===== config.mk =====
export PLATFORM = sky130hd
export DESIGN_NAME = ini_line_classifier
export DESIGN_NICKNAME = d
export VERILOG_FILES = /design/src/design/ilc_pkg.sv /design/src/design/ilc_queue.sv /design/src/design/ilc_front.sv /design/src/design/ilc_back.sv /design/src/design/ini_line_classifier.sv
export SDC_FILE = /design/constraint.sdc
export NUM_CORES = 1
export LEC_CHECK = 0
export BUFFER_PORTS_ARGS = -buffer_cell sky130_fd_sc_hd__buf_2
export CAP_MARGIN = 15
export CORE_ASPECT_RATIO = 1.25
export CORE_MARGIN = 3
export CORE_UTILIZATION = 40
export DETAILED_ROUTE_END_ITERATION = 8
export GPL_TIMING_DRIVEN = 1
export MAX_ROUTING_LAYER = met4
export PLACE_DENSITY = 0.6
export SETUP_SLACK_MARGIN = 0.2
export SYNTH_ARGS = -nofsm -noshare
export SYNTH_HDL_FRONTEND = slang
export SYNTH_SLANG_ARGS = --single-unit
export TNS_END_PERCENT = 1

===== constraint.sdc =====
create_clock -name clk -period 16.4 [get_ports clk]
set_clock_uncertainty 0.2 [all_clocks]
set_input_delay 1.64 -clock clk [delete_from_list [all_inputs] [get_ports clk]]
set_output_delay 1.64 -clock clk [all_outputs]
set_load 0.005 [all_outputs]

===== src/design/ilc_pkg.sv =====
package ilc_pkg;

  typedef enum logic [2:0] {
    LT_BLANK     = 3'd0,
    LT_COMMENT   = 3'd1,
    LT_SECTION   = 3'd2,
    LT_KEY_VALUE = 3'd3,
    LT_MALFORMED = 3'd4
  } line_type_t;

  typedef enum logic [1:0] {
    ES_LF   = 2'd0,
    ES_CR   = 2'd1,
    ES_CRLF = 2'd2
  } ending_style_t;

  localparam logic CMD_CHAR = 1'b0;
  localparam logic CMD_EOT  = 1'b1;

  localparam logic [7:0] CH_LF     = 8'h0A;
  localparam logic [7:0] CH_CR     = 8'h0D;
  localparam logic [7:0] CH_SEMI   = 8'h3B;
  localparam logic [7:0] CH_HASH   = 8'h23;
  localparam logic [7:0] CH_LBRACK = 8'h5B;
  localparam logic [7:0] CH_RBRACK = 8'h5D;
  localparam logic [7:0] CH_EQUALS = 8'h3D;
  localparam logic [7:0] CH_SPACE  = 8'h20;
  localparam logic [7:0] CH_TAB    = 8'h09;

  function automatic logic is_ws(input logic [7:0] c);
    is_ws = (c == CH_SPACE) || ((c >= CH_TAB) && (c <= CH_CR));
  endfunction

endpackage


===== src/design/ilc_queue.sv =====
module ilc_queue #(
  parameter type item_t = logic,
  parameter int unsigned DEPTH = 2
) (
  input  logic  clk,
  input  logic  rst_n,
  input  logic  push,
  input  item_t push_data,
  output logic  full,
  input  logic  pop,
  output logic  not_empty,
  output item_t pop_data
);

  localparam int unsigned AW = (DEPTH > 1) ? $clog2(DEPTH) : 1;
  localparam int unsigned CW = $clog2(DEPTH + 1);
  localparam logic [AW-1:0] LAST_IDX = AW'(DEPTH - 1);

  item_t          mem_r [DEPTH];
  logic [AW-1:0]  wr_ptr_r, wr_ptr_nxt;
  logic [AW-1:0]  rd_ptr_r, rd_ptr_nxt;
  logic [CW-1:0]  count_r, count_nxt;
  logic           do_push, do_pop;

  assign full      = (count_r == CW'(DEPTH));
  assign not_empty = (count_r != '0);
  assign pop_data  = mem_r[rd_ptr_r];
  assign do_push   = push && !full;
  assign do_pop    = pop && not_empty;

  always_comb begin
    wr_ptr_nxt = wr_ptr_r;
    rd_ptr_nxt = rd_ptr_r;
    count_nxt  = count_r;
    if (do_push) begin
      wr_ptr_nxt = (wr_ptr_r == LAST_IDX) ? '0 : wr_ptr_r + AW'(1);
    end
    if (do_pop) begin
      rd_ptr_nxt = (rd_ptr_r == LAST_IDX) ? '0 : rd_ptr_r + AW'(1);
    end
    if (do_push && !do_pop) begin
      count_nxt = count_r + CW'(1);
    end else if (!do_push && do_pop) begin
      count_nxt = count_r - CW'(1);
    end
  end

  always_ff @(posedge clk) begin
    if (!rst_n) begin
      wr_ptr_r <= '0;
      rd_ptr_r <= '0;
      count_r  <= '0;
    end else begin
      wr_ptr_r <= wr_ptr_nxt;
      rd_ptr_r <= rd_ptr_nxt;
      count_r  <= count_nxt;
    end
  end

  always_ff @(posedge clk) begin
    if (do_push) begin
      mem_r[wr_ptr_r] <= push_data;
    end
  end

endmodule


===== src/design/ilc_front.sv =====
module ilc_front #(
  parameter type rec_t = logic,
  parameter int unsigned MAX_LINE_LEN = 4096,
  parameter int unsigned COL_W = 13,
  parameter int unsigned LN_W = 20
) (
  input  logic       clk,
  input  logic       rst_n,
  input  logic       in_valid,
  output logic       in_ready,
  input  logic       in_cmd,
  input  logic [7:0] in_char_code,
  output logic       rec_push,
  output rec_t       rec_data,
  input  logic       rec_full
);

  localparam logic [COL_W-1:0] MAX_COL = COL_W'(MAX_LINE_LEN);
  localparam logic [LN_W-1:0]  LN_MAX  = {LN_W{1'b1}};

  logic [COL_W-1:0] column_r, column_nxt;
  logic             first_valid_r, first_valid_nxt;
  logic [7:0]       first_char_r, first_char_nxt;
  logic [COL_W-1:0] first_pos_r, first_pos_nxt;
  logic             second_valid_r, second_valid_nxt;
  logic [COL_W-1:0] second_pos_r, second_pos_nxt;
  logic [7:0]       last_char_r, last_char_nxt;
  logic [COL_W-1:0] last_pos_r, last_pos_nxt;
  logic [COL_W-1:0] prior_pos_r, prior_pos_nxt;
  logic             eq_valid_r, eq_valid_nxt;
  logic [COL_W-1:0] eq_pos_r, eq_pos_nxt;
  logic             key_valid_r, key_valid_nxt;
  logic [COL_W-1:0] key_first_r, key_first_nxt;
  logic [COL_W-1:0] key_last_r, key_last_nxt;
  logic             overflow_r, overflow_nxt;
  logic [LN_W-1:0]  line_count_r, line_count_nxt;
  logic             prev_cr_r, prev_cr_nxt;
  logic             saw_crlf_r, saw_crlf_nxt;
  logic             saw_lone_cr_r, saw_lone_cr_nxt;

  logic in_fire, is_eot, end_line, ch_ws;
  ilc_pkg::ending_style_t style;

  assign in_ready = !rec_full;
  assign in_fire  = in_valid && in_ready;
  assign is_eot   = (in_cmd == ilc_pkg::CMD_EOT);
  assign ch_ws    = ilc_pkg::is_ws(in_char_code);

  always_comb begin
    if (!is_eot) begin
      style = ilc_pkg::ES_LF;
    end else if (saw_crlf_r) begin
      style = ilc_pkg::ES_CRLF;
    end else if (saw_lone_cr_r || prev_cr_r) begin
      style = ilc_pkg::ES_CR;
    end else begin
      style = ilc_pkg::ES_LF;
    end
  end

  always_comb begin
    rec_data              = '0;
    rec_data.ln           = line_count_r;
    rec_data.first_valid  = first_valid_r;
    rec_data.first_char   = first_char_r;
    rec_data.first_pos    = first_pos_r;
    rec_data.second_valid = second_valid_r;
    rec_data.second_pos   = second_pos_r;
    rec_data.last_char    = last_char_r;
    rec_data.last_pos     = last_pos_r;
    rec_data.prior_pos    = prior_pos_r;
    rec_data.eq_valid     = eq_valid_r;
    rec_data.eq_pos       = eq_pos_r;
    rec_data.key_valid    = key_valid_r;
    rec_data.key_first    = key_first_r;
    rec_data.key_last     = key_last_r;
    rec_data.column       = column_r;
    rec_data.overflow     = overflow_r;
    rec_data.is_last      = is_eot;
    rec_data.style        = style;
  end

  always_comb begin
    column_nxt       = column_r;
    first_valid_nxt  = first_valid_r;
    first_char_nxt   = first_char_r;
    first_pos_nxt    = first_pos_r;
    second_valid_nxt = second_valid_r;
    second_pos_nxt   = second_pos_r;
    last_char_nxt    = last_char_r;
    last_pos_nxt     = last_pos_r;
    prior_pos_nxt    = prior_pos_r;
    eq_valid_nxt     = eq_valid_r;
    eq_pos_nxt       = eq_pos_r;
    key_valid_nxt    = key_valid_r;
    key_first_nxt    = key_first_r;
    key_last_nxt     = key_last_r;
    overflow_nxt     = overflow_r;
    line_count_nxt   = line_count_r;
    prev_cr_nxt      = prev_cr_r;
    saw_crlf_nxt     = saw_crlf_r;
    saw_lone_cr_nxt  = saw_lone_cr_r;
    rec_push         = 1'b0;
    end_line         = 1'b0;

    if (in_fire) begin
      if (is_eot) begin
        rec_push        = 1'b1;
        end_line        = 1'b1;
        line_count_nxt  = LN_W'(1);
        prev_cr_nxt     = 1'b0;
        saw_crlf_nxt    = 1'b0;
        saw_lone_cr_nxt = 1'b0;
      end else begin
        if (prev_cr_r && (in_char_code != ilc_pkg::CH_LF)) begin
          saw_lone_cr_nxt = 1'b1;
        end
        if (in_char_code == ilc_pkg::CH_LF) begin
          if (prev_cr_r) begin
            prev_cr_nxt  = 1'b0;
            saw_crlf_nxt = 1'b1;
          end else begin
            rec_push = 1'b1;
            end_line = 1'b1;
          end
        end else if (in_char_code == ilc_pkg::CH_CR) begin
          prev_cr_nxt = 1'b1;
          rec_push    = 1'b1;
          end_line    = 1'b1;
        end else begin
          prev_cr_nxt = 1'b0;
          if (column_r >= MAX_COL) begin
            overflow_nxt = 1'b1;
          end else begin
            if ((in_char_code == ilc_pkg::CH_EQUALS) && !eq_valid_r) begin
              eq_valid_nxt = 1'b1;
              eq_pos_nxt   = column_r;
            end else if (!eq_valid_r && !ch_ws) begin
              if (!key_valid_r) begin
                key_valid_nxt = 1'b1;
                key_first_nxt = column_r;
              end
              key_last_nxt = column_r;
            end
            if (!ch_ws) begin
              if (!first_valid_r) begin
                first_valid_nxt = 1'b1;
                first_pos_nxt   = column_r;
                first_char_nxt  = in_char_code;
              end else begin
                if (!second_valid_r) begin
                  second_valid_nxt = 1'b1;
                  second_pos_nxt   = column_r;
                end
                prior_pos_nxt = last_pos_r;
              end
              last_pos_nxt  = column_r;
              last_char_nxt = in_char_code;
            end
            column_nxt = column_r + COL_W'(1);
          end
        end
        if (end_line && (line_count_r != LN_MAX)) begin
          line_count_nxt = line_count_r + LN_W'(1);
        end
      end

      if (end_line) begin
        column_nxt       = '0;
        first_valid_nxt  = 1'b0;
        first_char_nxt   = '0;
        first_pos_nxt    = '0;
        second_valid_nxt = 1'b0;
        second_pos_nxt   = '0;
        last_char_nxt    = '0;
        last_pos_nxt     = '0;
        prior_pos_nxt    = '0;
        eq_valid_nxt     = 1'b0;
        eq_pos_nxt       = '0;
        key_valid_nxt    = 1'b0;
        key_first_nxt    = '0;
        key_last_nxt     = '0;
        overflow_nxt     = 1'b0;
      end
    end
  end

  always_ff @(posedge clk) begin
    if (!rst_n) begin
      column_r       <= '0;
      first_valid_r  <= 1'b0;
      first_char_r   <= '0;
      first_pos_r    <= '0;
      second_valid_r <= 1'b0;
      second_pos_r   <= '0;
      last_char_r    <= '0;
      last_pos_r     <= '0;
      prior_pos_r    <= '0;
      eq_valid_r     <= 1'b0;
      eq_pos_r       <= '0;
      key_valid_r    <= 1'b0;
      key_first_r    <= '0;
      key_last_r     <= '0;
      overflow_r     <= 1'b0;
      line_count_r   <= LN_W'(1);
      prev_cr_r      <= 1'b0;
      saw_crlf_r     <= 1'b0;
      saw_lone_cr_r  <= 1'b0;
    end else begin
      column_r       <= column_nxt;
      first_valid_r  <= first_valid_nxt;
      first_char_r   <= first_char_nxt;
      first_pos_r    <= first_pos_nxt;
      second_valid_r <= second_valid_nxt;
      second_pos_r   <= second_pos_nxt;
      last_char_r    <= last_char_nxt;
      last_pos_r     <= last_pos_nxt;
      prior_pos_r    <= prior_pos_nxt;
      eq_valid_r     <= eq_valid_nxt;
      eq_pos_r       <= eq_pos_nxt;
      key_valid_r    <= key_valid_nxt;
      key_first_r    <= key_first_nxt;
      key_last_r     <= key_last_nxt;
      overflow_r     <= overflow_nxt;
      line_count_r   <= line_count_nxt;
      prev_cr_r      <= prev_cr_nxt;
      saw_crlf_r     <= saw_crlf_nxt;
      saw_lone_cr_r  <= saw_lone_cr_nxt;
    end
  end

endmodule


===== src/design/ilc_back.sv =====
module ilc_back #(
  parameter type rec_t = logic,
  parameter int unsigned COL_W = 13,
  parameter int unsigned LN_W = 20
) (
  input  logic             clk,
  input  logic             rst_n,
  input  logic             rec_valid,
  input  rec_t             rec_data,
  output logic             rec_pop,
  output logic             out_valid,
  input  logic             out_ready,
  output logic [LN_W-1:0]  out_line_number,
  output logic [2:0]       out_line_type,
  output logic [COL_W-1:0] out_name_start,
  output logic [COL_W-1:0] out_name_end,
  output logic [COL_W-1:0] out_value_start,
  output logic [COL_W-1:0] out_line_length,
  output logic [LN_W-1:0]  out_section_line,
  output logic [1:0]       out_ending_style,
  output logic             out_is_last,
  output logic             out_too_long
);

  logic                valid_r, valid_nxt;
  logic [LN_W-1:0]     section_r, section_nxt;
  logic [LN_W-1:0]     line_number_r;
  ilc_pkg::line_type_t line_type_r, line_type;
  logic [COL_W-1:0]    name_start_r, name_start;
  logic [COL_W-1:0]    name_end_r, name_end;
  logic [COL_W-1:0]    value_start_r, value_start;
  logic [COL_W-1:0]    line_length_r;
  logic [LN_W-1:0]     section_line_r, section_line;
  logic [1:0]          ending_style_r;
  logic                is_last_r;
  logic                too_long_r;
  logic [COL_W-1:0]    span;

  assign rec_pop = rec_valid && (!valid_r || out_ready);
  assign span    = rec_data.last_pos - rec_data.first_pos;

  always_comb begin
    line_type    = ilc_pkg::LT_MALFORMED;
    name_start   = '0;
    name_end     = '0;
    value_start  = '0;
    section_line = section_r;
    if (!rec_data.first_valid) begin
      line_type = ilc_pkg::LT_BLANK;
    end else if ((rec_data.first_char == ilc_pkg::CH_SEMI) ||
                 (rec_data.first_char == ilc_pkg::CH_HASH)) begin
      line_type = ilc_pkg::LT_COMMENT;
    end else if ((rec_data.first_char == ilc_pkg::CH_LBRACK) &&
                 (rec_data.last_char == ilc_pkg::CH_RBRACK) &&
                 (span >= COL_W'(2))) begin
      line_type    = ilc_pkg::LT_SECTION;
      section_line = rec_data.ln;
      if (rec_data.second_valid && (rec_data.second_pos < rec_data.last_pos)) begin
        name_start = rec_data.second_pos;
        name_end   = rec_data.prior_pos + COL_W'(1);
      end else begin
        name_start = rec_data.first_pos + COL_W'(1);
        name_end   = rec_data.first_pos + COL_W'(1);
      end
    end else if (rec_data.eq_valid && (rec_data.eq_pos != '0)) begin
      line_type = ilc_pkg::LT_KEY_VALUE;
      if (rec_data.key_valid) begin
        name_start = rec_data.key_first;
        name_end   = rec_data.key_last + COL_W'(1);
      end else begin
        name_start = rec_data.eq_pos;
        name_end   = rec_data.eq_pos;
      end
      value_start = rec_data.eq_pos + COL_W'(1);
    end
  end

  always_comb begin
    valid_nxt   = valid_r;
    section_nxt = section_r;
    if (rec_pop) begin
      valid_nxt   = 1'b1;
      section_nxt = rec_data.is_last ? '0 : section_line;
    end else if (out_ready) begin
      valid_nxt = 1'b0;
    end
  end

  always_ff @(posedge clk) begin
    if (!rst_n) begin
      valid_r   <= 1'b0;
      section_r <= '0;
    end else begin
      valid_r   <= valid_nxt;
      section_r <= section_nxt;
    end
  end

  always_ff @(posedge clk) begin
    if (rec_pop) begin
      line_number_r  <= rec_data.ln;
      line_type_r    <= line_type;
      name_start_r   <= name_start;
      name_end_r     <= name_end;
      value_start_r  <= value_start;
      line_length_r  <= rec_data.column;
      section_line_r <= section_line;
      ending_style_r <= rec_data.style;
      is_last_r      <= rec_data.is_last;
      too_long_r     <= rec_data.overflow;
    end
  end

  assign out_valid        = valid_r;
  assign out_line_number  = line_number_r;
  assign out_line_type    = line_type_r;
  assign out_name_start   = name_start_r;
  assign out_name_end     = name_end_r;
  assign out_value_start  = value_start_r;
  assign out_line_length  = line_length_r;
  assign out_section_line = section_line_r;
  assign out_ending_style = ending_style_r;
  assign out_is_last      = is_last_r;
  assign out_too_long     = too_long_r;

endmodule


===== src/design/ini_line_classifier.sv =====
// Streaming INI line classifier. Takes one character (or an end-of-text
// command) per transaction and returns one transaction per line with its
// class, trimmed name span, value start, length and section context. A
// character is accepted every cycle while the two-entry line queue between
// the character scanner and the line classifier has room; a line result
// goes through that queue into the output register, and results drain at
// one per cycle while out_ready is high. The end-of-text command also
// returns the whole block to its reset state for the next text.
module ini_line_classifier #(
  parameter int unsigned MAX_LINE_LEN     = 4096,
  parameter int unsigned LINE_NUMBER_BITS = 20
) (
  input  logic                                 clk,
  input  logic                                 rst_n,
  input  logic                                 in_valid,
  output logic                                 in_ready,
  input  logic                                 in_cmd,
  input  logic [7:0]                           in_char_code,
  output logic                                 out_valid,
  input  logic                                 out_ready,
  output logic [LINE_NUMBER_BITS-1:0]          out_line_number,
  output logic [2:0]                           out_line_type,
  output logic [$clog2(MAX_LINE_LEN+1)-1:0]    out_name_start,
  output logic [$clog2(MAX_LINE_LEN+1)-1:0]    out_name_end,
  output logic [$clog2(MAX_LINE_LEN+1)-1:0]    out_value_start,
  output logic [$clog2(MAX_LINE_LEN+1)-1:0]    out_line_length,
  output logic [LINE_NUMBER_BITS-1:0]          out_section_line,
  output logic [1:0]                           out_ending_style,
  output logic                                 out_is_last,
  output logic                                 out_too_long
);

  localparam int unsigned COL_W = $clog2(MAX_LINE_LEN + 1);
  localparam int unsigned LN_W  = LINE_NUMBER_BITS;
  localparam int unsigned QUEUE_DEPTH = 2;

  typedef struct packed {
    logic [LN_W-1:0]        ln;
    logic                   first_valid;
    logic [7:0]             first_char;
    logic [COL_W-1:0]       first_pos;
    logic                   second_valid;
    logic [COL_W-1:0]       second_pos;
    logic [7:0]             last_char;
    logic [COL_W-1:0]       last_pos;
    logic [COL_W-1:0]       prior_pos;
    logic                   eq_valid;
    logic [COL_W-1:0]       eq_pos;
    logic                   key_valid;
    logic [COL_W-1:0]       key_first;
    logic [COL_W-1:0]       key_last;
    logic [COL_W-1:0]       column;
    logic                   overflow;
    logic                   is_last;
    ilc_pkg::ending_style_t style;
  } line_rec_t;

  line_rec_t push_data, pop_data;
  logic      push, full, pop, not_empty;

  ilc_front #(
    .rec_t        (line_rec_t),
    .MAX_LINE_LEN (MAX_LINE_LEN),
    .COL_W        (COL_W),
    .LN_W         (LN_W)
  ) u_front (
    .clk          (clk),
    .rst_n        (rst_n),
    .in_valid     (in_valid),
    .in_ready     (in_ready),
    .in_cmd       (in_cmd),
    .in_char_code (in_char_code),
    .rec_push     (push),
    .rec_data     (push_data),
    .rec_full     (full)
  );

  ilc_queue #(
    .item_t (line_rec_t),
    .DEPTH  (QUEUE_DEPTH)
  ) u_queue (
    .clk       (clk),
    .rst_n     (rst_n),
    .push      (push),
    .push_data (push_data),
    .full      (full),
    .pop       (pop),
    .not_empty (not_empty),
    .pop_data  (pop_data)
  );

  ilc_back #(
    .rec_t (line_rec_t),
    .COL_W (COL_W),
    .LN_W  (LN_W)
  ) u_back (
    .clk              (clk),
    .rst_n            (rst_n),
    .rec_valid        (not_empty),
    .rec_data         (pop_data),
    .rec_pop          (pop),
    .out_valid        (out_valid),
    .out_ready        (out_ready),
    .out_line_number  (out_line_number),
    .out_line_type    (out_line_type),
    .out_name_start   (out_name_start),
    .out_name_end     (out_name_end),
    .out_value_start  (out_value_start),
    .out_line_length  (out_line_length),
    .out_section_line (out_section_line),
    .out_ending_style (out_ending_style),
    .out_is_last      (out_is_last),
    .out_too_long     (out_too_long)
  );

endmodule

==> summary.log <==
INFO  critical_path  arrival=5.99ns
INFO  place          placement.cell_area=24900µm²
INFO  critical_path  crit_path_end=u_back.out_name_start[5]$_SDFFCE_PP0P_
INFO  pwr            vdd_drop_max=0.111mV
INFO  timing         hold_viol=0
INFO  cts            ctsHtreeMaxLevel=2
INFO  cts            cts_tree=built
INFO  drt            firstDrtPassIters=4
INFO  critical_path  critical_path_peak_fanout=138
INFO  drt            route.vias.total=14.3k
INFO  synthesis      postSynthNetCount=1861
INFO  job            cap_viol_max_count=0
INFO  final_layout   post-route-cell-area=26800µm²
INFO  place          dp_hpwl=38200µm
INFO  synthesis      syn_avg_cell_area=13.0µm²
INFO  cts            cts_root_buf=sky130_fd_sc_hd__clkbuf_16
INFO  die            core_region_area=57800µm²
INFO  critical_path  critical_path.n_buffers_inverters=3
INFO  critical_path  reg2reg_to=u_back.out_name_start[5]$_SDFFCE_PP0P_
INFO  critical_path  worst-setup-path-type=register to register
INFO  die            fp.dieW=223µm
INFO  synthesis      count_of_yosys_warnings_during_synthesis=0
INFO  drt            detail_route.drc_violations=0
INFO  timing         finalCriticalPeriod=5.78ns
INFO  timing         fin_setup_tns=0ns
INFO  global_routing grt_pass1_vias=14.3k
INFO  synthesis      post-synth-top-count-cell=sky130_fd_sc_hd__edfxtp_1
INFO  global_routing antenna_found_initial=3
INFO  cts            cts_hold_buffers=0
INFO  status         status=complete, no violations
INFO  cts            post_cts.resized_instances=0
INFO  critical_path  critical_path_cell_count=14
INFO  final_layout   final-instance-count-excl-fill=2716
INFO  pwr            post-layout-total-power=0.00413W
INFO  critical_path  critical_path.slowest_cell=sky130_fd_sc_hd__dfxtp_4
INFO  final_layout   layout-drive-gt1-share=0.165
INFO  place          gp_routability_congestion=0.855
INFO  cts            cts_made_buffers=55
INFO  synthesis      synthCells=1814
INFO  timing         worst_slew_margin_rel=0.266
INFO  cts            cts.repair_timing.setup_buffer_count=0
INFO  synthesis      synth.cell_area=23600µm²
INFO  pwr            power_density=154nW/µm²
INFO  die            initial_core_util=0.408
INFO  critical_path  crit_path_cell_trace=buf_12 -> mux2i_1 -> inv_1 -> ha_1 -> fa_1 -> and2b_1 -> o2111ai_2 -> a311o_1 -> o211ai_2 -> or3b_1 -> or4_1 -> a211o_1 -> buf_16 -> o32ai_1
INFO  drt            detail_route.iter0.violations=898
INFO  drt            wl_per_instance=20.7µm
INFO  global_routing track_usage=0.184
INFO  critical_path  rr_worst_depth=14
INFO  synthesis      synth_largest_type_area_fraction=0.504
INFO  synthesis      synth.top_cells.by_area=sky130_fd_sc_hd__edfxtp_1 (50%), sky130_fd_sc_hd__dfxtp_1 (15%), sky130_fd_sc_hd__mux2i_1 (4.8%), sky130_fd_sc_hd__mux2_2 (4.1%), sky130_fd_sc_hd__nand2_1 (2.1%)
INFO  critical_path  crit_path_max_incr_delay=0.72ns
INFO  pwr            power.leakage=9.35nW
INFO  critical_path  ff2ff_setup_slack=10.62ns
INFO  drt            wirelength=56100µm
INFO  final_layout   finish.utilization=0.464
INFO  drt            routed_via_density=5.26
INFO  cts            number_of_sinks_handled_by_clock_tree_synthesis=569
INFO  die            die_h=277µm
INFO  timing         timing.final.max_slew_violations=0
INFO  synthesis      leading_cell_types_by_count_after_synthesis=sky130_fd_sc_hd__edfxtp_1 (395), sky130_fd_sc_hd__dfxtp_1 (174), sky130_fd_sc_hd__nand2_1 (129)
INFO  worst_hold_path min-delay-start=u_front.first_pos_r[7]$_SDFFE_PN0P_
INFO  timing         rsz_0062_raised_after_global_routing=no
INFO  place          io_buffers=113
INFO  die            floorplan_die_area=61800µm²
INFO  cts            cts.path.max_buffers=3
INFO  cts            clk_transition_reported_paths=0.07ns
INFO  global_routing grt_overflow=0
INFO  timing         fmax=173MHz
INFO  final_layout   area.growth.synth_to_final=13.8%
INFO  place          post-place-cells=2607
INFO  final_layout   finish.net_count=1962
INFO  worst_hold_path timing.hold.worst.class=register to register
INFO  timing         post-route-period-util=0.352
INFO  synthesis      sequential_to_total_area_share_from_yosys_stat=0.652
INFO  critical_path  critical_path_required=16.62ns
INFO  synthesis      synth_area_leader_cell=sky130_fd_sc_hd__edfxtp_1
INFO  timing         setup-violations-final=0
INFO  die            rows=98
INFO  synthesis      synth_async_sr_flop_share=0
INFO  synthesis      yosys_register_bits=569
INFO  timing         tightestPinTransition=1.07ns
INFO  cts            insertion_delay=0.61ns
INFO  critical_path  worst_setup_path_start_kind=register
INFO  die            io_pins=114
INFO  drt            detail-route-antenna-nets=0
INFO  global_routing first_pass_grt_wire_length=85800µm
INFO  synthesis      yosysUniqueCellTypes=65
INFO  global_routing grt_start_max_net_pins=140
INFO  critical_path  setup.worst_path.end_class=register
INFO  synthesis      postSynth.topFlopCell=sky130_fd_sc_hd__edfxtp_1
INFO  synthesis      synth_enable_flop_cells=395
INFO  critical_path  cp_top_family=compound AO/OA/AOI/OAI gates
==> worst reg2reg max path: stages (launching register included) <==
cell,delay [ns]
sky130_fd_sc_hd__dfxtp_4,0.72
sky130_fd_sc_hd__buf_12,0.65
sky130_fd_sc_hd__mux2i_1,0.40
sky130_fd_sc_hd__inv_1,0.11
sky130_fd_sc_hd__ha_1,0.22
sky130_fd_sc_hd__fa_1,0.41
sky130_fd_sc_hd__and2b_1,0.24
sky130_fd_sc_hd__o2111ai_2,0.18
sky130_fd_sc_hd__a311o_1,0.42
sky130_fd_sc_hd__o211ai_2,0.08
sky130_fd_sc_hd__or3b_1,0.34
sky130_fd_sc_hd__or4_1,0.58
sky130_fd_sc_hd__a211o_1,0.47
sky130_fd_sc_hd__buf_16,0.23
sky130_fd_sc_hd__o32ai_1,0.33
==> report_power, final <==
group | internal (W) | switching, W
clock | 0.000743 | 0.000536
combinational | 0.000385 | 0.000663
sequential | 0.00174 | 0.0000675
total | 0.00286 | 0.00127
==> cell type report <==
type	count	area (µm²)
inverters	39	149
clock inverters	26	260
diodes	4	10.0
flip-flops and latches	569	15300
multi-input cells	1118	7740
fillers	5065	31000
well taps	750	938
clock buffers	78	1600
repair buffers	132	753
==> registers in the layout (all words and copies together) (netlist names), 2 cells and up, named ones only <==
| name | cells |
|---|---|
| u_queue.mem_r | 296 |
| u_back.out_line_number | 20 |
| u_back.out_section_line | 20 |
| u_back.section_r | 20 |
| u_front.line_count_r | 20 |
| u_back.out_line_length | 13 |
| u_back.out_name_end | 13 |
| u_back.out_name_start | 13 |
| u_back.out_value_start | 13 |
| u_front.column_r | 13 |
| u_front.eq_pos_r | 13 |
| u_front.first_pos_r | 13 |
| u_front.key_first_r | 13 |
| u_front.key_last_r | 13 |
| u_front.last_pos_r | 13 |
| u_front.prior_pos_r | 13 |
| u_front.second_pos_r | 13 |
| u_front.first_char_r | 8 |
| u_front.last_char_r | 8 |
| u_back.out_line_type | 3 |
| u_back.out_ending_style | 2 |
| u_queue.count_r | 2 |
==> how the worst min path moves through the flow <==
| stage | to | cells past startpoint |
|---|---|---|
| after floorplan | u_front.eq_pos_r[12]$_SDFFE_PN0P_ | 2 |
| after global placement | u_queue.mem_r[1][118]$_DFFE_PP_ | 0 |
| after detailed placement | u_queue.mem_r[1][38]$_DFFE_PP_ | 0 |
| after CTS | u_front.eq_pos_r[12]$_SDFFE_PN0P_ | 2 |
| after global routing | u_queue.mem_r[0][52]$_DFFE_PP_ | 0 |
| final | u_queue.mem_r[1][113]$_DFFE_PP_ | 0 |
==> cell usage in the layout (no fill, tap or decap), types with 16 or more instances in the layout <==
| cell | n |
|---|---|
| sky130_fd_sc_hd__a21boi_0 | 21 |
| sky130_fd_sc_hd__a21oi_1 | 68 |
| sky130_fd_sc_hd__and2_1 | 39 |
| sky130_fd_sc_hd__and3_1 | 18 |
| sky130_fd_sc_hd__buf_2 | 113 |
| sky130_fd_sc_hd__buf_4 | 16 |
| sky130_fd_sc_hd__clkbuf_16 | 57 |
| sky130_fd_sc_hd__dfxtp_1 | 173 |
| sky130_fd_sc_hd__edfxtp_1 | 395 |
| sky130_fd_sc_hd__ha_1 | 33 |
| sky130_fd_sc_hd__inv_1 | 38 |
| sky130_fd_sc_hd__mux2_2 | 86 |
| sky130_fd_sc_hd__mux2i_1 | 112 |
| sky130_fd_sc_hd__nand2_1 | 129 |
| sky130_fd_sc_hd__nand3_1 | 47 |
| sky130_fd_sc_hd__nand4_1 | 17 |
| sky130_fd_sc_hd__nor2_1 | 114 |
| sky130_fd_sc_hd__nor2b_1 | 62 |
| sky130_fd_sc_hd__nor3_1 | 19 |
| sky130_fd_sc_hd__nor3b_1 | 23 |
| sky130_fd_sc_hd__o21ai_0 | 58 |
| sky130_fd_sc_hd__o21bai_1 | 21 |
| sky130_fd_sc_hd__o22ai_1 | 26 |
| sky130_fd_sc_hd__xnor2_1 | 43 |
| sky130_fd_sc_hd__xor2_1 | 33 |
==> cell families (layout without fill, tap and decap cells) <==
kind of cell / after synthesis / count (layout) / share of synthesized area
AND/OR/NAND/NOR: 539 / 539 / 0.118
multiplexers: 198 / 198 / 0.0887
flip-flops: 569 / 569 / 0.652
other: 0 / 4 / 0
XOR/XNOR: 76 / 76 / 0.0283
AO/OA/AOI/OAI: 271 / 271 / 0.0740
adder cells (fa/ha/maj): 34 / 34 / 0.0184
buffers and inverters: 127 / 275 / 0.0212
==> per-layer routing <==
| layer | GRT usage | vias up | part of all wire |
|---|---|---|---|
| li1 | - | 6869 | - |
| met1 | 0.226 | 7013 | 0.43 |
| met2 | 0.306 | 316 | 0.49 |
| met3 | 0.0359 | 97 | 0.045 |
| met4 | 0.0590 | 0 | 0.032 |
| met5 | - | - | 0 |
==> per-stage QoR <==
step | setup slack, ns | hold WS [ns]
global placement | 10.39 | 0.228
CTS | 10.33 | 0.246
floorplan | 6.75 | 0.217
global route | 10.25 | 0.257
detailed placement | 10.30 | 0.236
finish | 10.62 | 0.244
Power figures use the tool's default switching activity.
